[src/rtl/contrast_about_frame_mean_assert.svh]
// assertion macros shared by the contrast block
`ifndef CONTRAST_ABOUT_FRAME_MEAN_ASSERT_SVH
`define CONTRAST_ABOUT_FRAME_MEAN_ASSERT_SVH

// same-cycle implication, checked outside reset
`define CAFM_ASSERT_NOW(label, clk, rst, ante, cons, msg) \
  label: assert property (@(posedge clk) disable iff (rst) (ante) |-> (cons)) else $error(msg);

// next-cycle implication, checked outside reset
`define CAFM_ASSERT_NEXT(label, clk, rst, ante, cons, msg) \
  label: assert property (@(posedge clk) disable iff (rst) (ante) |=> (cons)) else $error(msg);

`endif

[src/rtl/cafm_pkg.sv]
// types and constants of the frame-mean contrast block
package cafm_pkg;

  // frame geometry
  localparam int FRAME_PIXELS = 65536;
  localparam int ADDR_W       = $clog2(FRAME_PIXELS);
  localparam int POS_W        = ADDR_W + 1;

  // pixel and arithmetic widths
  localparam int PIX_W   = 8;
  localparam int MEAN_W  = PIX_W;
  localparam int GAIN_W  = 10;
  localparam int FRAC_W  = 8;
  localparam int SUM_W   = ADDR_W + PIX_W;
  localparam int DIV_W   = POS_W + MEAN_W - 1;
  localparam int STEP_W  = $clog2(MEAN_W);
  localparam int PROD_W  = PIX_W + 1 + GAIN_W + 1;
  localparam int V_W     = PROD_W + 1;

  localparam logic [GAIN_W-1:0] GAIN_RESET = GAIN_W'(256);
  localparam logic [PIX_W-1:0]  PIX_MAX    = '1;

  // request kinds
  typedef enum logic {
    REQ_LOAD = 1'b0,
    REQ_READ = 1'b1
  } req_kind_t;

  // input transaction
  typedef struct packed {
    req_kind_t           req_type;
    logic [PIX_W-1:0]    pixel_in;
    logic                last_pixel;
    logic [15:0]         read_index;
  } req_t;

  // result transaction
  typedef struct packed {
    logic [PIX_W-1:0]  pixel_out;
    logic [MEAN_W-1:0] frame_mean;
  } rsp_t;

  // frame store write port
  typedef struct packed {
    logic              en;
    logic [ADDR_W-1:0] addr;
    logic [PIX_W-1:0]  data;
  } mem_wr_t;

  // mean divider request and status
  typedef struct packed {
    logic             start;
    logic [SUM_W-1:0] dividend;
    logic [POS_W-1:0] divisor;
  } div_req_t;

  typedef struct packed {
    logic              done;
    logic [MEAN_W-1:0] quotient;
  } div_rsp_t;

endpackage

[src/rtl/cafm_adjust.sv]
// contrast arithmetic: registered product, then offset and clamp
module cafm_adjust (
  input  logic                          clk,
  input  logic                          en,
  input  logic [cafm_pkg::PIX_W-1:0]    pix,
  input  logic [cafm_pkg::MEAN_W-1:0]   mean,
  input  logic [cafm_pkg::GAIN_W-1:0]   gain,
  output logic [cafm_pkg::PIX_W-1:0]    result
);

  logic signed [cafm_pkg::PIX_W:0]    diff;
  logic signed [cafm_pkg::GAIN_W:0]   gain_s;
  logic signed [cafm_pkg::PROD_W-1:0] prod;
  logic signed [cafm_pkg::V_W-1:0]    base;
  logic signed [cafm_pkg::V_W-1:0]    v;

  // pixel minus mean times gain
  assign diff   = $signed({1'b0, pix}) - $signed({1'b0, mean});
  assign gain_s = $signed({1'b0, gain});

  always_ff @(posedge clk) begin
    if (en) begin
      prod <= diff * gain_s;
    end
  end

  // add mean in q.8 and clamp to pixel range
  assign base = $signed({{(cafm_pkg::V_W - cafm_pkg::MEAN_W - cafm_pkg::FRAC_W){1'b0}},
                         mean, {cafm_pkg::FRAC_W{1'b0}}});
  assign v    = base + $signed({prod[cafm_pkg::PROD_W-1], prod});

  always_comb begin
    priority if (v[cafm_pkg::V_W-1]) begin
      result = '0;
    end else if (|v[cafm_pkg::V_W-2:cafm_pkg::FRAC_W+cafm_pkg::PIX_W]) begin
      result = cafm_pkg::PIX_MAX;
    end else begin
      result = v[cafm_pkg::FRAC_W+cafm_pkg::PIX_W-1:cafm_pkg::FRAC_W];
    end
  end

endmodule
[config.mk]
export PLATFORM = sky130hd
export DESIGN_NAME = cafm_adjust
export DESIGN_NICKNAME = d
export VERILOG_FILES = /design/src/rtl/contrast_about_frame_mean_assert.svh /design/src/rtl/cafm_pkg.sv /design/src/rtl/cafm_adjust.sv
export SDC_FILE = /design/constraint.sdc
export NUM_CORES = 1
export LEC_CHECK = 0
export ABC_AREA = 1
export BUFFER_PORTS_ARGS = -buffer_cell sky130_fd_sc_hd__buf_4
export CORE_MARGIN = 2
export CORE_UTILIZATION = 55
export CTS_CLUSTER_SIZE = 24
export DETAILED_ROUTE_END_ITERATION = 6
export PLACE_DENSITY = 0.71
export SLEW_MARGIN = 0
export SYNTH_ARGS = -nofsm -noshare
export SYNTH_HDL_FRONTEND = slang
export SYNTH_SLANG_ARGS = --single-unit
[constraint.sdc]
create_clock -name clk -period 11.3 [get_ports clk]
set_input_delay 2.26 -clock clk [delete_from_list [all_inputs] [get_ports clk]]
set_output_delay 2.26 -clock clk [all_outputs]
set_load 0.02 [all_outputs]
==> flow_metrics.py, run 1 <==
metrics = {
    "timing": {
        "setup_viol": 0,
        "finalSetupTns_ns": 0,
        "tightest_slew_ns": 1.033,
        "hold_violations": 0,
        "rsz0062_at_grt": "no",
        "fin_crit_sh_pct": 69.81,
        "clock.fmax_ghz": 0.1268,
        "slew_headroom_pct": 30.63,
        "finalCriticalPeriod_ns": 7.889,
        "finalMaxSlewViolations": 0,
    },
    "finish": {
        "largest_reg_flops": 12,
        "drive_above_1_share_pct": 8.399,
        "area_growth_pct": 9.969,
        "mostFrequentLayoutCell": "nand2_1",
        "regMostFlops": "prod",
        "layout_common_cells": "138 x nand2_1, 135 x inv_1, 69 x ha_1",
        "reg.largest.list": "prod: 12 flops",
        "n_antenna_cell": 0,
        "nets": 788,
    },
    "clock_network": {
        "htree_levels": 1,
        "clk_pin_slew_ns": 0.05,
        "cts_buffer_depth": 2,
        "post_cts_buffers": 0,
        "hold_buffers": 0,
        "cts.sinks": 12,
        "cts_resized": 0,
        "cts_inserted_buffers": 3,
        "cts_tree": "done",
        "cts-root-buf": "clkbuf_8",
    },
    "setup_path": {
        "slowest_delay_ns": 0.54,
        "cp_slowest_cell": "fa_1",
        "cp.required_ns": 11.29,
        "worstSetupEndpointType": "flip-flop",
        "crit_top_cell": "nand2_1",
        "arrival_ns": 7.88,
        "path_class": "in -> reg",
        "cp_max_fo": 8,
        "crit_path_start_kind": "primary input",
    },
    "die": {
        "core_um2": 7727,
        "start_util_pct": 57.01,
        "placementRows": 32,
        "io_pins": 36,
        "die_area_um2": 8742,
        "die_w_um": 93.50,
        "die_h_um": 93.50,
    },
    "global_routing": {
        "grt_max_degree": 13,
        "overflow": 0,
        "grt_pass1_vias": 4116,
        "grt_usage_pct": 25.41,
        "grt_pass1_wl_mm": 18.02,
        "antenna_found_initial": 0,
    },
    "detailed_routing": {
        "ant_nets": 0,
        "drc": 0,
        "firstDrtPassIters": 5,
        "vias_per_cell": 5.247,
        "drt_wl_total_mm": 9.748,
        "wl_per_cell_um": 13.30,
        "drt-initial-drc-count": 149,
        "vias": 3846,
    },
    "synthesis": {
        "synth_cell_types": 31,
        "ys_seq_area_share_pct": 8.179,
        "yosysTopAreaCell": "fa_1",
        "synth_top_area_share_pct": 26.36,
        "avgSynthCellArea_um2": 7.442,
        "synth.net_count": 747,
        "yosys_warnings": 0,
        "synth_area_um2": 4405,
        "synth_area_leaders": "fa_1 26%, ha_1 20%, nand2_1 12%, inv_1 12%, edfxtp_1 8.2%",
        "ys_ff_latch": 12,
        "synthCells": 592,
    },
    "worst_hold_path": {
        "hold_depth": 1,
        "hp-class": "in -> reg",
        "worstHoldStart": "en",
        "hold_end": "prod[18]$_DFFE_PP_",
    },
    "placement": {
        "hpwl_mm": 8.652,
        "place_congestion": 0.9063,
        "port_buffers": 35,
    },
    "run": {
        "maxCapViolCount": 0,
    },
    "outcome": {
        "outcome": "finished clean",
    },
}
## layer usage
metal	vias up	global-route usage, %	routed length (um)
li1	1901	-	-
met1	1829	32.92	4268
met2	105	46.88	4902
met3	11	2.095	497
met4	0	4.167	80
met5	-	0	0
## synthesized netlist by cell type
master    count
nor4_1        2
xor2_1        8
a211oi_1      2
xor2_2        1
or2_1         5
o21a_1        2
o21bai_1      3
edfxtp_1     12
o21ai_2       3
nand2_1     138
nand3_1      30
nor2_1       67
nand2_2       1
and2_1        1
o21ai_0       6
fa_1         58
a31oi_4       1
nor2_4        2
clkinv_1      2
nand4_1       5
xnor2_1       6
or2_2         1
a221oi_1      1
xnor2_2       1
nor3_1        5
inv_2         3
ha_1         69
inv_1       135
nand3b_1      3
xor2_4        1
a21oi_1      18
## critical path: cells and delay by family
| kind | cells | cell delay (ns) |
|---|---|---|
| fa+ha+maj | 8 | 3.50 |
| buf+inv | 6 | 0.45 |
| compound gates | 3 | 0.59 |
| simple gates | 12 | 1.08 |
## how the worst max path moves through the flow
stage                start                  to  slack (ns)  cells past startpoint
CTS                 pix[0]  prod[13]$_DFFE_PP_        3.42                     29
floorplan           pix[0]  prod[13]$_DFFE_PP_        3.76                     28
global route        pix[0]  prod[13]$_DFFE_PP_        3.02                     29
global placement    pix[0]  prod[19]$_DFFE_PP_        3.31                     29
finish              pix[0]  prod[13]$_DFFE_PP_        3.41                     29
detailed placement  pix[0]  prod[13]$_DFFE_PP_        3.17                     29
## layout make-up
cell class / count / area (um2)
clock buffer: 3 / 41.29
fill: 747 / 2883
inverter: 140 / 525.5
multi-input combinational: 440 / 3520
sequential: 12 / 360.3
tap: 102 / 127.6
timing repair buffer: 36 / 270.3
## kinds of logic after synthesis
family | count (synthesis) | synth area share, %
DFF | 12 | 8.180
buffers and inverters | 140 | 11.93
and+or+nand+nor | 260 | 24.60
xor gates and xnor gates | 17 | 4.147
adders and majority gates | 127 | 45.95
AOI/OAI and AO/OA | 36 | 5.197
## metrics by stage
| stage | worst slack (ns) | std cells | hold WS (ns) | util [%] | cell area (um2) |
|---|---|---|---|---|---|
| after floorplan | 3.764 | 592 | 2.373 | - | 4405 |
| after global placement | 3.309 | 730 | 2.592 | 62.16 | 4803 |
| after detailed placement | 3.172 | 730 | 2.599 | 62.16 | 4803 |
| after CTS | 3.420 | 733 | 2.354 | 62.69 | 4845 |
| after global routing | 3.017 | 733 | 2.359 | 62.69 | 4845 |
| final | 3.411 | 733 | 2.352 | 62.69 | 4845 |
Power of run 1 is left out: the tool's default activity adds up to more than one toggle a clock period on the data nets, which glitch-free logic cannot reach.
==> run 2: changes to the inputs <==
- clock period: 11.3 -> 8.1 ns (I/O delays scaled with it)
==> flow_metrics.py, run 2 (same netlist as run 1, synthesis figures left out) <==
metrics = {
    "finish": {
        "largest_reg_flops": 12,
        "layout_common_cells": "138 x nand2_1, 135 x inv_1, 69 x ha_1",
        "mostFrequentLayoutCell": "nand2_1",
        "stdcell_count": 734,
        "final_core_util_pct": 62.79,
        "reg.largest.list": "prod: 12 flops",
        "regMostFlops": "prod",
        "drive_above_1_share_pct": 8.544,
        "post-route-cell-area_um2": 4852,
        "nets": 789,
        "n_antenna_cell": 0,
        "area_growth_pct": 10.14,
    },
    "worst_hold_path": {
        "hold_depth": 1,
        "hold_end": "prod[18]$_DFFE_PP_",
        "hp-class": "in -> reg",
        "worstHoldStart": "en",
    },
    "clock_network": {
        "cts.sinks": 12,
        "post_cts_buffers": 0,
        "cts_resized": 0,
        "cts_inserted_buffers": 3,
        "clk_pin_slew_ns": 0.05,
        "cts-root-buf": "clkbuf_8",
        "htree_levels": 1,
        "cts_buffer_depth": 2,
        "hold_buffers": 0,
        "cts_tree": "done",
    },
    "timing": {
        "clock.fmax_ghz": 0.1379,
        "hold_violations": 0,
        "finalCriticalPeriod_ns": 7.254,
        "rsz0062_at_grt": "no",
        "slew_headroom_pct": 50.10,
        "tightest_slew_ns": 0.7432,
        "finalMaxSlewViolations": 0,
        "fin_crit_sh_pct": 89.56,
        "finalSetupTns_ns": 0,
        "setup_viol": 0,
    },
    "run": {
        "maxCapViolCount": 0,
    },
    "detailed_routing": {
        "wl_per_cell_um": 13.69,
        "ant_nets": 0,
        "vias_per_cell": 5.247,
        "firstDrtPassIters": 5,
        "drt_wl_total_mm": 10.05,
        "vias": 3851,
        "drc": 0,
        "drt-initial-drc-count": 158,
    },
    "setup_path": {
        "worstSetupEndpointType": "flip-flop",
        "path_class": "in -> reg",
        "crit_top_cell": "nand2_1",
        "cp.required_ns": 8.09,
        "cp_max_fo": 8,
        "arrival_ns": 7.24,
        "cp_slowest_cell": "fa_1",
        "crit_path_start_kind": "primary input",
        "slowest_delay_ns": 0.54,
    },
    "global_routing": {
        "grt_max_degree": 13,
        "antenna_found_initial": 0,
        "grt_pass1_wl_mm": 17.82,
        "grt_pass1_vias": 3950,
        "grt_usage_pct": 25.61,
        "overflow": 0,
    },
    "die": {
        "core_um2": 7727,
        "die_w_um": 93.50,
        "start_util_pct": 57.01,
        "io_pins": 36,
        "die_h_um": 93.50,
        "die_area_um2": 8742,
        "placementRows": 32,
    },
    "placement": {
        "port_buffers": 35,
        "dp.cells": 731,
        "placed_cell_area_um2": 4811,
        "hpwl_mm": 8.948,
        "place_congestion": 0.9301,
    },
    "outcome": {
        "outcome": "finished clean",
    },
}
## run 2: worst max path at each step
stage            from                  to
4_1_cts        pix[0]  prod[18]$_DFFE_PP_
3_5_place_dp   pix[0]  prod[18]$_DFFE_PP_
6_report       pix[0]  prod[18]$_DFFE_PP_
3_3_place_gp   pix[0]  prod[18]$_DFFE_PP_
2_1_floorplan  pix[0]  prod[13]$_DFFE_PP_
5_1_grt        pix[0]  prod[18]$_DFFE_PP_
## run 2: layout make-up
class | instances | area [um2]
clock buffer | 3 | 41.29
fill | 731 | 2875
inverter | 140 | 525.5
multi-input combinational | 440 | 3520
sequential | 12 | 360.3
tap | 102 | 127.6
timing repair buffer | 37 | 277.8
## run 2: through the flow
step	setup WS, ns	hold WS [ns]
6_report	0.8458	1.705
5_1_grt	0.4639	1.716
4_1_cts	0.8769	1.707
3_5_place_dp	0.6120	1.957
3_3_place_gp	0.7012	1.947
2_1_floorplan	1.204	1.733
## run 2: per-layer routing
layer	GRT usage, %	vias to the layer above	share of wire [%]
met1	32.95	1811	44
met4	7.475	0	2.5
li1	-	1902	-
met2	46.40	117	49
met5	0	-	0
met3	1.450	21	5.2
## run 2: critical path, delay by kind of cell
kind            cells  cell delay [ns]
compound gates      1             0.26
fa+ha+maj           8             3.49
buf+inv             6             0.38
simple gates       14             1.50
Power of run 2 is left out for the same reason.
==> run 3: changes to the inputs <==
- BUFFER_PORTS_ARGS: -buffer_cell sky130_fd_sc_hd__buf_4 -> not set
- CELL_PAD_IN_SITES_DETAIL_PLACEMENT: not set -> 1
- CELL_PAD_IN_SITES_GLOBAL_PLACEMENT: not set -> 1
- CORE_MARGIN: 2 -> not set
- CORE_UTILIZATION: 55 -> 49
- DONT_BUFFER_PORTS: not set -> 1
- PLACE_DENSITY: 0.71 -> 0.8
==> flow_metrics.py, run 3 (same netlist as run 1, synthesis figures left out) <==
metrics = {
    "outcome": {
        "outcome": "finished clean",
    },
    "timing": {
        "hold_violations": 0,
        "rsz0062_at_grt": "no",
        "fin_crit_sh_pct": 89.92,
        "slew_headroom_pct": 60.22,
        "clock.fmax_ghz": 0.1373,
        "tightest_slew_ns": 0.5938,
        "finalCriticalPeriod_ns": 7.284,
        "setup_ws_ns": 0.8162,
        "finalSetupTns_ns": 0,
        "finalMaxSlewViolations": 0,
        "setup_viol": 0,
    },
    "setup_path": {
        "worstSetupEndpointType": "flip-flop",
        "crit_path_start_kind": "primary input",
        "critPathBufInv": 5,
        "crit_family": "adder cells",
        "arrival_ns": 7.27,
        "crit_top_cell": "nand2_1",
        "path_class": "in -> reg",
        "cp_max_fo": 8,
        "cp_slowest_cell": "fa_1",
        "cp.required_ns": 8.08,
        "slowest_delay_ns": 0.54,
    },
    "detailed_routing": {
        "drc": 0,
        "wl_per_cell_um": 15.85,
        "vias": 3780,
        "drt_wl_total_mm": 11.19,
        "vias_per_cell": 5.354,
        "firstDrtPassIters": 4,
        "drt-initial-drc-count": 107,
        "ant_nets": 0,
    },
    "worst_hold_path": {
        "hold_end": "prod[19]$_DFFE_PP_",
        "hp-class": "in -> reg",
        "worstHoldStart": "en",
        "hold_depth": 0,
    },
    "finish": {
        "mostFrequentLayoutCell": "nand2_1",
        "regMostFlops": "prod",
        "drive_above_1_share_pct": 3.177,
        "reg.largest.list": "prod: 12 flops",
        "largest_reg_flops": 12,
        "layout_common_cells": "138 x nand2_1, 135 x inv_1, 69 x ha_1",
        "n_antenna_cell": 0,
        "nets": 754,
        "area_growth_pct": 4.431,
    },
    "clock_network": {
        "cts-root-buf": "clkbuf_8",
        "clk_pin_slew_ns": 0.05,
        "post_cts_buffers": 0,
        "cts_buffer_depth": 2,
        "htree_levels": 1,
        "cts_tree": "done",
        "cts.sinks": 12,
        "cts_inserted_buffers": 3,
        "cts_resized": 0,
        "hold_buffers": 0,
    },
    "global_routing": {
        "grt_pass1_vias": 4350,
        "overflow": 0,
        "grt_usage_pct": 26.30,
        "antenna_found_initial": 0,
        "grt_pass1_wl_mm": 20.14,
        "grt_max_degree": 13,
    },
    "die": {
        "start_util_pct": 50.52,
        "die_w_um": 96.82,
        "io_pins": 36,
        "die_h_um": 96.82,
        "placementRows": 34,
        "core_um2": 8721,
        "die_area_um2": 9374,
    },
    "placement": {
        "pre_cts_slack_ns": 0.5548,
        "hpwl_mm": 10.15,
        "place_congestion": 0.9273,
        "port_buffers": 0,
    },
    "run": {
        "maxCapViolCount": 0,
    },
}
-- run 3: cell count changes in the layout (fill, tap and decap cells not counted), sizes merged --
cell | before | now
buf | 37 | 2
clkinv | 2 | 3
-- run 3: stage by stage --
step / area, um2 / cells / hold WS, ns / util, %
after floorplan: 4405 / 592 / 1.733 / -
after global placement: 4556 / 702 / 1.733 / 52.24
after detailed placement: 4556 / 702 / 1.733 / 52.24
after CTS: 4601 / 706 / 1.489 / 52.75
after global routing: 4601 / 706 / 1.481 / 52.75
final: 4601 / 706 / 1.493 / 52.75
-- run 3: cell type report --
| type | instances | area [um2] |
|---|---|---|
| clock inverters | 1 | 3.754 |
| clock buffers | 3 | 41.29 |
| multi-input cells | 440 | 3520 |
| inverters | 140 | 525.5 |
| fillers | 1162 | 4120 |
| well taps | 108 | 135.1 |
| flip-flops and latches | 12 | 360.3 |
| repair buffers | 2 | 15.01 |
-- run 3: metal layers --
layer | global-route usage [%] | wire, um
met1 | 31.96 | 4849
met2 | 50.65 | 5846
met3 | 1.806 | 316
met4 | 5.052 | 178
met5 | 0 | 0
-- run 3: how the worst max path moves through the flow --
| stage | start | to | slack [ns] | cells after the start |
|---|---|---|---|---|
| CTS | pix[0] | prod[18]$_DFFE_PP_ | 0.81 | 28 |
| floorplan | pix[0] | prod[13]$_DFFE_PP_ | 1.20 | 28 |
| global placement | pix[0] | prod[18]$_DFFE_PP_ | 0.74 | 28 |
| finish | pix[0] | prod[18]$_DFFE_PP_ | 0.82 | 28 |
| detailed placement | pix[0] | prod[18]$_DFFE_PP_ | 0.55 | 28 |
| global route | pix[0] | prod[18]$_DFFE_PP_ | 0.46 | 28 |
Power of run 3 is left out for the same reason.
