## src/rtl/contrast_about_frame_mean_assert.svh

```systemverilog
// assertion macros shared by the contrast block
`ifndef CONTRAST_ABOUT_FRAME_MEAN_ASSERT_SVH
`define CONTRAST_ABOUT_FRAME_MEAN_ASSERT_SVH

// same-cycle implication, checked outside reset
`define CAFM_ASSERT_NOW(label, clk, rst, ante, cons, msg) \
  label: assert property (@(posedge clk) disable iff (rst) (ante) |-> (cons)) else $error(msg);

// next-cycle implication, checked outside reset
`define CAFM_ASSERT_NEXT(label, clk, rst, ante, cons, msg) \
  label: assert property (@(posedge clk) disable iff (rst) (ante) |=> (cons)) else $error(msg);

`endif

```

## src/rtl/cafm_pkg.sv

```systemverilog
// types and constants of the frame-mean contrast block
package cafm_pkg;

  // frame geometry
  localparam int FRAME_PIXELS = 65536;
  localparam int ADDR_W       = $clog2(FRAME_PIXELS);
  localparam int POS_W        = ADDR_W + 1;

  // pixel and arithmetic widths
  localparam int PIX_W   = 8;
  localparam int MEAN_W  = PIX_W;
  localparam int GAIN_W  = 10;
  localparam int FRAC_W  = 8;
  localparam int SUM_W   = ADDR_W + PIX_W;
  localparam int DIV_W   = POS_W + MEAN_W - 1;
  localparam int STEP_W  = $clog2(MEAN_W);
  localparam int PROD_W  = PIX_W + 1 + GAIN_W + 1;
  localparam int V_W     = PROD_W + 1;

  localparam logic [GAIN_W-1:0] GAIN_RESET = GAIN_W'(256);
  localparam logic [PIX_W-1:0]  PIX_MAX    = '1;

  // request kinds
  typedef enum logic {
    REQ_LOAD = 1'b0,
    REQ_READ = 1'b1
  } req_kind_t;

  // input transaction
  typedef struct packed {
    req_kind_t           req_type;
    logic [PIX_W-1:0]    pixel_in;
    logic                last_pixel;
    logic [15:0]         read_index;
  } req_t;

  // result transaction
  typedef struct packed {
    logic [PIX_W-1:0]  pixel_out;
    logic [MEAN_W-1:0] frame_mean;
  } rsp_t;

  // frame store write port
  typedef struct packed {
    logic              en;
    logic [ADDR_W-1:0] addr;
    logic [PIX_W-1:0]  data;
  } mem_wr_t;

  // mean divider request and status
  typedef struct packed {
    logic             start;
    logic [SUM_W-1:0] dividend;
    logic [POS_W-1:0] divisor;
  } div_req_t;

  typedef struct packed {
    logic              done;
    logic [MEAN_W-1:0] quotient;
  } div_rsp_t;

endpackage

```

## src/rtl/cafm_mean_div.sv

```systemverilog
// restoring divider for the frame mean, one quotient bit per cycle
module cafm_mean_div (
  input  logic                clk,
  input  logic                rst,
  input  cafm_pkg::div_req_t  req,
  output cafm_pkg::div_rsp_t  rsp
);

  logic                              busy;
  logic                              done;
  logic                              zero;
  logic [cafm_pkg::STEP_W-1:0]       cnt;
  logic [cafm_pkg::DIV_W-1:0]        rem;
  logic [cafm_pkg::DIV_W-1:0]        dsh;
  logic [cafm_pkg::MEAN_W-1:0]       q;
  logic                              ge;

  assign ge = rem >= dsh;

  // control
  always_ff @(posedge clk) begin
    if (rst) begin
      busy <= 1'b0;
      done <= 1'b0;
    end else begin
      done <= 1'b0;
      if (req.start) begin
        busy <= 1'b1;
      end else if (busy && cnt == cafm_pkg::STEP_W'(cafm_pkg::MEAN_W - 1)) begin
        busy <= 1'b0;
        done <= 1'b1;
      end
    end
  end

  // datapath: subtract shifted divisor, high quotient bit first
  always_ff @(posedge clk) begin
    if (req.start) begin
      rem  <= cafm_pkg::DIV_W'(req.dividend);
      dsh  <= {req.divisor, {(cafm_pkg::MEAN_W - 1){1'b0}}};
      zero <= req.divisor == '0;
      q    <= '0;
      cnt  <= '0;
    end else if (busy) begin
      if (ge) begin
        rem <= rem - dsh;
      end
      dsh <= dsh >> 1;
      q   <= {q[cafm_pkg::MEAN_W-2:0], ge};
      cnt <= cnt + 1'b1;
    end
  end

  assign rsp.done     = done;
  assign rsp.quotient = zero ? '0 : q;

endmodule

```

## config.mk

```make
export PLATFORM = sky130hd
export DESIGN_NAME = cafm_mean_div
export DESIGN_NICKNAME = d
export VERILOG_FILES = /design/src/rtl/contrast_about_frame_mean_assert.svh /design/src/rtl/cafm_pkg.sv /design/src/rtl/cafm_mean_div.sv
export SDC_FILE = /design/constraint.sdc
export NUM_CORES = 1
export LEC_CHECK = 0
export BUFFER_PORTS_ARGS = -buffer_cell sky130_fd_sc_hd__buf_2
export CAP_MARGIN = 20
export CORE_ASPECT_RATIO = 0.75
export CORE_MARGIN = 2
export CORE_UTILIZATION = 53
export CTS_CLUSTER_SIZE = 28
export DETAILED_ROUTE_END_ITERATION = 7
export GPL_TIMING_DRIVEN = 0
export PLACE_DENSITY_LB_ADDON = 0.25
export SETUP_SLACK_MARGIN = 0.15
export SLEW_MARGIN = 20
export SYNTH_ARGS = -nofsm -noshare
export SYNTH_HDL_FRONTEND = slang
export SYNTH_SLANG_ARGS = --single-unit
```

## constraint.sdc

```tcl
create_clock -name clk -period 3.45 [get_ports clk]
set_input_delay 0.69 -clock clk [delete_from_list [all_inputs] [get_ports clk]]
set_output_delay 0.69 -clock clk [all_outputs]
set_load 0.005 [all_outputs]
```

==> results.json, run 1 <==
{
  "grt_pass1_wl_um": 16450,
  "worstSetupEndpointType": "flip-flop",
  "diodes": 0,
  "n_fill_cell": 660,
  "path_buf_inv": 2,
  "cts_tree": "built",
  "nets": 561,
  "overflow": 0,
  "wirelength_um": 10480,
  "relSlewSlack_pct": 52.93,
  "cp_data_required_time_ns": 3.46,
  "synthArstFlopShare_pct": 0,
  "ys_top_cells_by_area": "edfxtp_1 (31%), dfxtp_1 (9.9%), ha_1 (8.0%)",
  "netlist.area_leader.share_pct": 31.13,
  "status": "complete, no violations",
  "ys_top_cells_by_count": "edfxtp_1 (42), nand2_1 (37), inv_1 (33), a21oi_1 (30), nor2_1 (29)",
  "syn-mean-instance-area_um2": 9.488,
  "io_pins": 53,
  "syn-num-nets": 498,
  "synthCells": 427,
  "p_per_area_nw_per_um2": 614.5,
  "grt_setup_unrepaired": "no",
  "gr-usage-all-layers_pct": 25.85,
  "cp_max_fo": 24,
  "gp_congestion": 0.9257,
  "cp-startpoint": "rem[0]",
  "synth_warnings": 0,
  "synth_flop_cell": "edfxtp_1",
  "final_util_pct": 63.39,
  "postPlaceCellArea_um2": 4438,
  "clk_pin_slew_ns": 0.08,
  "post-place-ws_ns": 0.06734,
  "maxCapViolations": 0,
  "numCtsBuffers": 9,
  "regArea_um2": 1662,
  "finalSetupViolations": 0,
  "io_buffers": 52,
  "postRouteAntennaNets": 0,
  "worstHoldStart": "q[7]",
  "die_y_um": 79.72,
  "clock_latency_ns": 0.35,
  "first_global_vias": 3209,
  "via_count": 3572,
  "critical_path_class": "reg2reg",
  "drtPass1Iterations": 5,
  "yosysUniqueCellTypes": 66,
  "wl_per_cell_um": 17.58,
  "num_rows": 27,
  "start_util_pct": 55.01,
  "drcViolationCount": 0,
  "multi_input_area_um2": 2157,
  "die_area_um2": 8366,
  "yosysMostFrequentCell": "edfxtp_1",
  "cts_root_buf": "clkbuf_8",
  "finalCriticalPeriod_ns": 3.008,
  "ys_seq_area_share_pct": 41.01,
  "finalInstanceArea_um2": 4668,
  "cp_cell_sequence": "inv_1 -> ha_1 -> inv_1 -> fa_1 -> a211oi_2 -> o211ai_1 -> a41oi_1 -> a21oi_1 -> o21ai_0 -> nand2_4",
  "drv_slew": 0,
  "clock_skew_ns": 0.009661,
  "ys_seq_elements": 62,
  "ctsLongestPathBuffers": 2,
  "crit_top_cell": "inv_1",
  "r2r-start": "rem[0]",
  "setup_slack_ns": 0.4425,
  "htreeDepth": 3,
  "cp_slowest_cell": "fa_1",
  "drive_gt1_share_pct": 19.80,
  "critPathTopFamily": "compound AO/OA/AOI/OAI gates",
  "worst_pin_slew_ns": 0.7060,
  "dieWidth_um": 105.0,
  "grt_max_degree": 25,
  "first_iter_violations": 333,
  "cts.sink_count": 62,
  "crit_path_max_incr_delay_ns": 0.45,
  "core_area_um2": 7365,
  "synthToLayoutAreaGrowth_pct": 15.23,
  "synth-edff-count": 42,
  "fmax_mhz": 332.5,
  "finalHoldViolations": 0,
  "synth_area_um2": 4051,
  "hold_path.class": "reg2reg",
  "cts_hold_buf": 0,
  "cp_data_arrival_time_ns": 3.02,
  "p_leak_nw": 1.919,
  "yosys.area.top_type": "edfxtp_1",
  "place_hpwl_um": 7567,
  "antenna_found_initial": 0,
  "fin_crit_sh_pct": 87.17,
  "via_per_inst": 5.993,
  "ir_drop_uv": 278.2,
  "cp-start-kind": "flip-flop",
  "tns_ns": 0
}
## layer usage
layer / GRT usage (%) / vias up / wire length [um]
met4: 8.000 / 0 / 150
met2: 39.03 / 180 / 4517
met5: 0 / - / 0
met3: 4.980 / 20 / 950
li1: - / 1695 / -
met1: 37.53 / 1677 / 4857
## stage by stage
step / hold WS (ns) / instances / power, mW
after detailed placement: 0.4921 / 580 / 2.107
final: 0.5114 / 596 / 2.868
after global routing: 0.5222 / 596 / 3.023
after CTS: 0.5075 / 596 / 2.842
after floorplan: 0.4520 / 427 / 1.844
after global placement: 0.4783 / 580 / 2.081
## repair_timing
| action | in CTS | in global routing |
|---|---|---|
| endpoints found under the setup margin | 24 | 24 |
| gates resized for setup | 1 | 1 |
| buffers inserted | 0 | 0 |
## flip-flops by register name (all words and copies together), names as in the netlist
signal,flops
busy,1
cnt,3
done,1
dsh,24
q,8
rem,24
zero,1
## cells in the final DEF, fill, tap and decap left out, drive strengths merged, types with 4 or more instances in the layout
cell     n
dfxtp   20
nor3     7
clkbuf  18
nor2    30
nor4    10
inv     37
edfxtp  42
nor2b    9
buf     69
xnor2    8
nand4    7
nor3b    4
a31oi    4
nand3    9
ha      26
a21oi   31
a21o     5
o21ai   32
a22o    16
nand2b   5
xor2     7
nand2   39
mux2i   16
## worst register-to-register path, cell delays in order (launching register included)
cell and delay, ns:
edfxtp_1 0.36, inv_1 0.06, ha_1 0.15, inv_1 0.05, fa_1 0.45, a211oi_2 0.28, o211ai_1 0.20, a41oi_1 0.28
a21oi_1 0.11, o21ai_0 0.41, nand2_4 0.31
## cell families (layout without fill, tap and decap cells)
family / after synthesis / count (layout) / synth area share, %
AOI/OAI and AO/OA: 117 / 117 / 20.48
xor gates and xnor gates: 15 / 15 / 3.243
adders and majority gates: 27 / 27 / 8.524
buffers and inverters: 57 / 125 / 5.930
DFF: 62 / 62 / 41.01
muxes: 18 / 18 / 4.509
and+or+nand+nor: 131 / 131 / 16.31
## layout make-up
class,instances,share of cell area (%)
clock buffers,11,3.484
inverters,33,2.653
flip-flops and latches,62,35.59
well taps,101,2.707
multi-input cells,308,46.21
repair buffers,52,5.575
clock inverters,5,1.287
plain buffers,24,2.493
## power by group
group / leakage [nW] / internal [mW] / switching (mW)
logic: 1.21 / 0.443 / 0.723
registers: 0.590 / 0.928 / 0.0451
clock network: 0.116 / 0.403 / 0.326
## worst paths after layout
kind,end,slack (ns),cells after the start
worst min-delay path,q[7],0.51,2
worst min register to register,q[7],0.51,2
worst max-delay path,rem[18],0.44,10
worst max register to register,rem[18],0.44,10
No activity file was read; power rests on OpenSTA's default activity.
==> run 2, diff against run 1 <==
==> constraint.sdc (replaced) <==
create_clock -name clk -period 2.71 [get_ports clk]
set_input_delay 0.542 -clock clk [delete_from_list [all_inputs] [get_ports clk]]
set_output_delay 0.542 -clock clk [all_outputs]
set_load 0.005 [all_outputs]
==> results.json, run 2 (synthesis results as in run 1) <==
{
  "grt_pass1_wl_um": 16730,
  "gr-usage-all-layers_pct": 26.37,
  "dieWidth_um": 105.0,
  "post-place-ws_ns": -0.2913,
  "worstHoldStart": "rst",
  "io_buffers": 52,
  "relSlewSlack_pct": 33.78,
  "die_area_um2": 8366,
  "layout_common_cells": "buf_2 (58), edfxtp_1 (42), nand2_1 (35)",
  "maxCapViolations": 0,
  "start_util_pct": 55.01,
  "reg2reg_depth": 10,
  "cp_data_arrival_time_ns": 2.62,
  "worst_pin_slew_ns": 0.9933,
  "via_count": 3585,
  "final_util_pct": 65.26,
  "drcViolationCount": 0,
  "drive_gt1_share_pct": 25.05,
  "cts.sink_count": 62,
  "instances_no_fill": 608,
  "place_hpwl_um": 7790,
  "reg2reg_slack_ns": 0.13,
  "overflow": 0,
  "fin_crit_sh_pct": 95.09,
  "antenna_found_initial": 0,
  "r2r-start": "dsh[17]",
  "cp_max_fo": 12,
  "first_global_vias": 3327,
  "n_fill_cell": 652,
  "grt_setup_unrepaired": "yes",
  "diodes": 0,
  "fin_total_pwr_mw": 3.604,
  "status": "complete, no violations",
  "critical_path_class": "reg2reg",
  "ctsLongestPathBuffers": 2,
  "grt_max_degree": 18,
  "drv_slew": 0,
  "synthToLayoutAreaGrowth_pct": 18.62,
  "htreeDepth": 3,
  "num_rows": 27,
  "finalSetupViolations": 0,
  "nets": 573,
  "dp_cells": 580,
  "whs_endpoint": "busy",
  "finalCriticalPeriod_ns": 2.577,
  "setup_slack_ns": 0.1330,
  "drtPass1Iterations": 6,
  "die_y_um": 79.72,
  "clock_skew_ns": 0.006648,
  "finalHoldViolations": 0,
  "min_path_cells": 2,
  "layout_commonest_cell": "buf_2",
  "cts_tree": "built",
  "io_pins": 53,
  "cts_hold_buf": 0,
  "p_leak_nw": 1.969,
  "clock_latency_ns": 0.36,
  "via_per_inst": 5.896,
  "wl_per_cell_um": 17.80,
  "fmax_mhz": 388.0,
  "gp_congestion": 0.9255,
  "p_per_area_nw_per_um2": 750.0,
  "worstSetupEndpointType": "flip-flop",
  "top_regs": "dsh (24), rem (24), q (8)",
  "numCtsBuffers": 9,
  "clk_pin_slew_ns": 0.08,
  "wirelength_um": 10820,
  "first_iter_violations": 322,
  "r2r_end": "rem[18]",
  "ir_drop_uv": 319.9,
  "hold_path.class": "in2reg",
  "cp-start-kind": "flip-flop",
  "postRouteAntennaNets": 0,
  "core_area_um2": 7365,
  "cts_root_buf": "clkbuf_8",
  "cp_data_required_time_ns": 2.75
}
## run 2: changes by cell type in the layout (fill, tap and decap cells not counted), sizes merged
cell,delta
bufinv,-1
clkinv,+5
inv,-2
nand2,+2
buf,+10
clkbuf,-2
## run 2: cell type report
class,instances,area (um2),area share [%]
clock buffer,9,123.9,2.577
timing repair buffer,62,339.1,7.055
sequential,62,1662,34.57
clock inverter,7,47.55,0.9893
multi-input combinational,310,2267,47.18
inverter,33,123.9,2.577
tap,101,126.4,2.630
buffer,24,116.4,2.421
## run 2: worst max-delay path by stage
stage	start	endpoint	slack (ns)	cells past startpoint
2_1_floorplan	rem[0]	rem[0]	0.23	10
3_3_place_gp	rem[0]	rem[16]	-0.28	10
3_5_place_dp	rem[0]	rem[17]	-0.29	10
4_1_cts	rem[0]	rem[0]	0.12	11
5_1_grt	rem[0]	rem[19]	0.02	11
6_report	dsh[17]	rem[18]	0.13	10
## run 2: stage by stage
step | hold slack (ns) | cell area (um2) | TNS [ns]
after global placement | 0.4656 | 4441 | -6.713
after floorplan | 0.4520 | 4054 | 0
after CTS | 0.3440 | 4678 | 0
after global routing | 0.3430 | 4806 | 0
after detailed placement | 0.4876 | 4441 | -6.945
final | 0.3545 | 4806 | 0
## run 2: worst max-delay path: stages (launching register included)
cell      delay [ns]
edfxtp_1        0.40
inv_1           0.14
ha_1            0.24
buf_2           0.17
a21oi_1         0.16
o21ai_1         0.16
a221o_1         0.33
a21o_1          0.21
o21ai_2         0.15
buf_6           0.17
nand2_8         0.11
## run 2: metal layers
layer / wire length (um) / up-vias / track usage [%]
met2: 4569 / 173 / 38.44
met3: 1108 / 23 / 6.612
met5: 0 / - / 0
met4: 221 / 0 / 9.600
met1: 4921 / 1668 / 37.91
li1: - / 1721 / -
## run 2: what timing repair did
action	4_1_cts	5_1_grt
buffers inserted	4	6
pin swaps	5	6
resized for setup	5	19
setup endpoints to repair	24	30
gates cloned	2	0
## run 2: report_power, final
group          switching [mW]  internal, mW  total, mW  leakage (nW)
sequential             0.0563          1.18       1.24         0.590
clock                   0.409         0.333      0.742        0.0937
combinational           0.996         0.628       1.62          1.29
total                    1.46          2.14       3.60          1.97
==> run 3, diff against run 2 <==
--- a/config.mk
+++ b/config.mk
@@ -14,6 +14,7 @@
 export DETAILED_ROUTE_END_ITERATION = 7
 export GPL_TIMING_DRIVEN = 0
 export PLACE_DENSITY_LB_ADDON = 0.25
+export REMOVE_ABC_BUFFERS = 1
 export SETUP_SLACK_MARGIN = 0.15
 export SLEW_MARGIN = 20
 export SYNTH_ARGS = -nofsm -noshare
==> results.json, run 3 (synthesis results as in run 1) <==
{
  "status": "complete, no violations",
  "drcViolationCount": 0,
  "post-place-ws_ns": -0.7425,
  "n_fill_cell": 669,
  "gr-usage-all-layers_pct": 23.55,
  "wl_per_cell_um": 16.73,
  "ir_drop_uv": 293.0,
  "tns_ns": 0,
  "drive_gt1_share_pct": 23.59,
  "relSlewSlack_pct": 43.15,
  "instances_no_fill": 580,
  "finalCriticalPeriod_ns": 2.518,
  "multi_input_area_um2": 2246,
  "grt_setup_unrepaired": "yes",
  "die_area_um2": 8366,
  "cts_tree": "built",
  "die_y_um": 79.72,
  "grt_pass1_wl_um": 15350,
  "seq_power_share_pct": 35.3,
  "worstSetupEndpointType": "flip-flop",
  "numCtsBuffers": 9,
  "wirelength_um": 9703,
  "core_area_um2": 7365,
  "cp_data_required_time_ns": 2.78,
  "fin_total_pwr_mw": 3.557,
  "synthToLayoutAreaGrowth_pct": 15.23,
  "clk_pin_slew_ns": 0.07,
  "regArea_um2": 1663,
  "htreeDepth": 3,
  "drtPass1Iterations": 5,
  "finalHoldViolations": 0,
  "first_iter_violations": 328,
  "drv_slew": 0,
  "cp_max_fo": 3,
  "maxCapViolations": 0,
  "gp_congestion": 0.9432,
  "holdWs_ns": 0.3562,
  "ctsLongestPathBuffers": 2,
  "layout_commonest_cell": "buf_2",
  "layout_common_cells": "buf_2 (51), edfxtp_1 (42), nand2_1 (35)",
  "overflow": 0,
  "power_frac_clock_pct": 22.6,
  "antenna_found_initial": 0,
  "p_per_area_nw_per_um2": 762.0,
  "fmax_mhz": 397.1,
  "clock_latency_ns": 0.35,
  "top_regs": "dsh (24), rem (24), q (8)",
  "io_buffers": 52,
  "postRouteAntennaNets": 0,
  "nets": 545,
  "grt_max_degree": 88,
  "dp_cells": 556,
  "cp_data_arrival_time_ns": 2.59,
  "diodes": 0,
  "first_global_vias": 3150,
  "via_count": 3384,
  "p_comb_share_pct": 42.2,
  "hold_path.class": "in2reg",
  "num_rows": 27,
  "finalSetupViolations": 0,
  "netSwitchingPower_mw": 1.384,
  "place_hpwl_um": 6679,
  "internal_power_mw": 2.174,
  "setup_slack_ns": 0.1917,
  "clock_skew_ns": 0.01275,
  "cts.sink_count": 62,
  "cts_root_buf": "clkbuf_8",
  "via_per_inst": 5.834,
  "p_sw_share_pct": 38.90,
  "critical_path_class": "reg2reg",
  "cp-start-kind": "flip-flop",
  "p_leak_nw": 1.874,
  "start_util_pct": 55.01,
  "worst_pin_slew_ns": 0.8527,
  "dieWidth_um": 105.0,
  "io_pins": 53,
  "fin_crit_sh_pct": 92.93
}
-- run 3: layout make-up --
class | count | share of cell area, %
Sequential cell | 62 | 35.62
Clock buffer | 12 | 3.538
Clock inverter | 4 | 0.6165
Timing Repair Buffer | 59 | 6.754
Tap cell | 101 | 2.707
Inverter | 33 | 2.653
Multi-Input combinational cell | 309 | 48.11
-- run 3: final timing paths --
path,cells after the start,slack [ns],startpoint,to
hold reg to reg,2,0.49,q[7],q[7]
setup reg to reg,12,0.19,rem[0],rem[18]
setup / recovery,12,0.19,rem[0],rem[18]
hold / removal,2,0.36,rst,busy
-- run 3: stage by stage --
step,cell area (um2),utilization [%]
after floorplan,3935,-
final,4668,63.39
after global placement,4322,58.68
after global routing,4668,63.39
after detailed placement,4324,58.72
after CTS,4581,62.20
-- run 3: metal layers --
| layer | track usage [%] | vias to the layer above | routed length (um) |
|---|---|---|---|
| met4 | 8.667 | 0 | 175 |
| li1 | - | 1666 | - |
| met5 | 0 | - | 0 |
| met1 | 33.45 | 1568 | 4745 |
| met3 | 6.449 | 22 | 655 |
| met2 | 34.29 | 128 | 4127 |
-- run 3: repair_timing --
item | CTS | global route
buffers inserted | 5 | 2
gates resized for setup | 6 | 16
hold buffers | 0 | 0
endpoints found under the setup margin | 24 | 28
pin swaps | 4 | 7
gates cloned | 1 | 0
-- run 3: power by group through the flow --
stage | Sequential, mW | Combinational [mW] | Clock (mW)
2_1_floorplan | 1.24 | 1.06 | 0
3_3_place_gp | 1.26 | 1.33 | 0
3_5_place_dp | 1.27 | 1.37 | 0
4_1_cts | 1.25 | 1.41 | 0.814
5_1_grt | 1.27 | 1.64 | 0.868
6_report | 1.25 | 1.50 | 0.803
-- run 3: worst max-delay path, cell delays in order (launching register included) --
cell and delay (ns):
edfxtp_1 0.36, inv_1 0.06, ha_2 0.18, inv_1 0.05, fa_2 0.36, a211oi_2 0.24, buf_4 0.15, o21ai_2 0.07
a22oi_2 0.30, buf_4 0.18, nor3_1 0.04, a41oi_1 0.16, o22ai_1 0.09
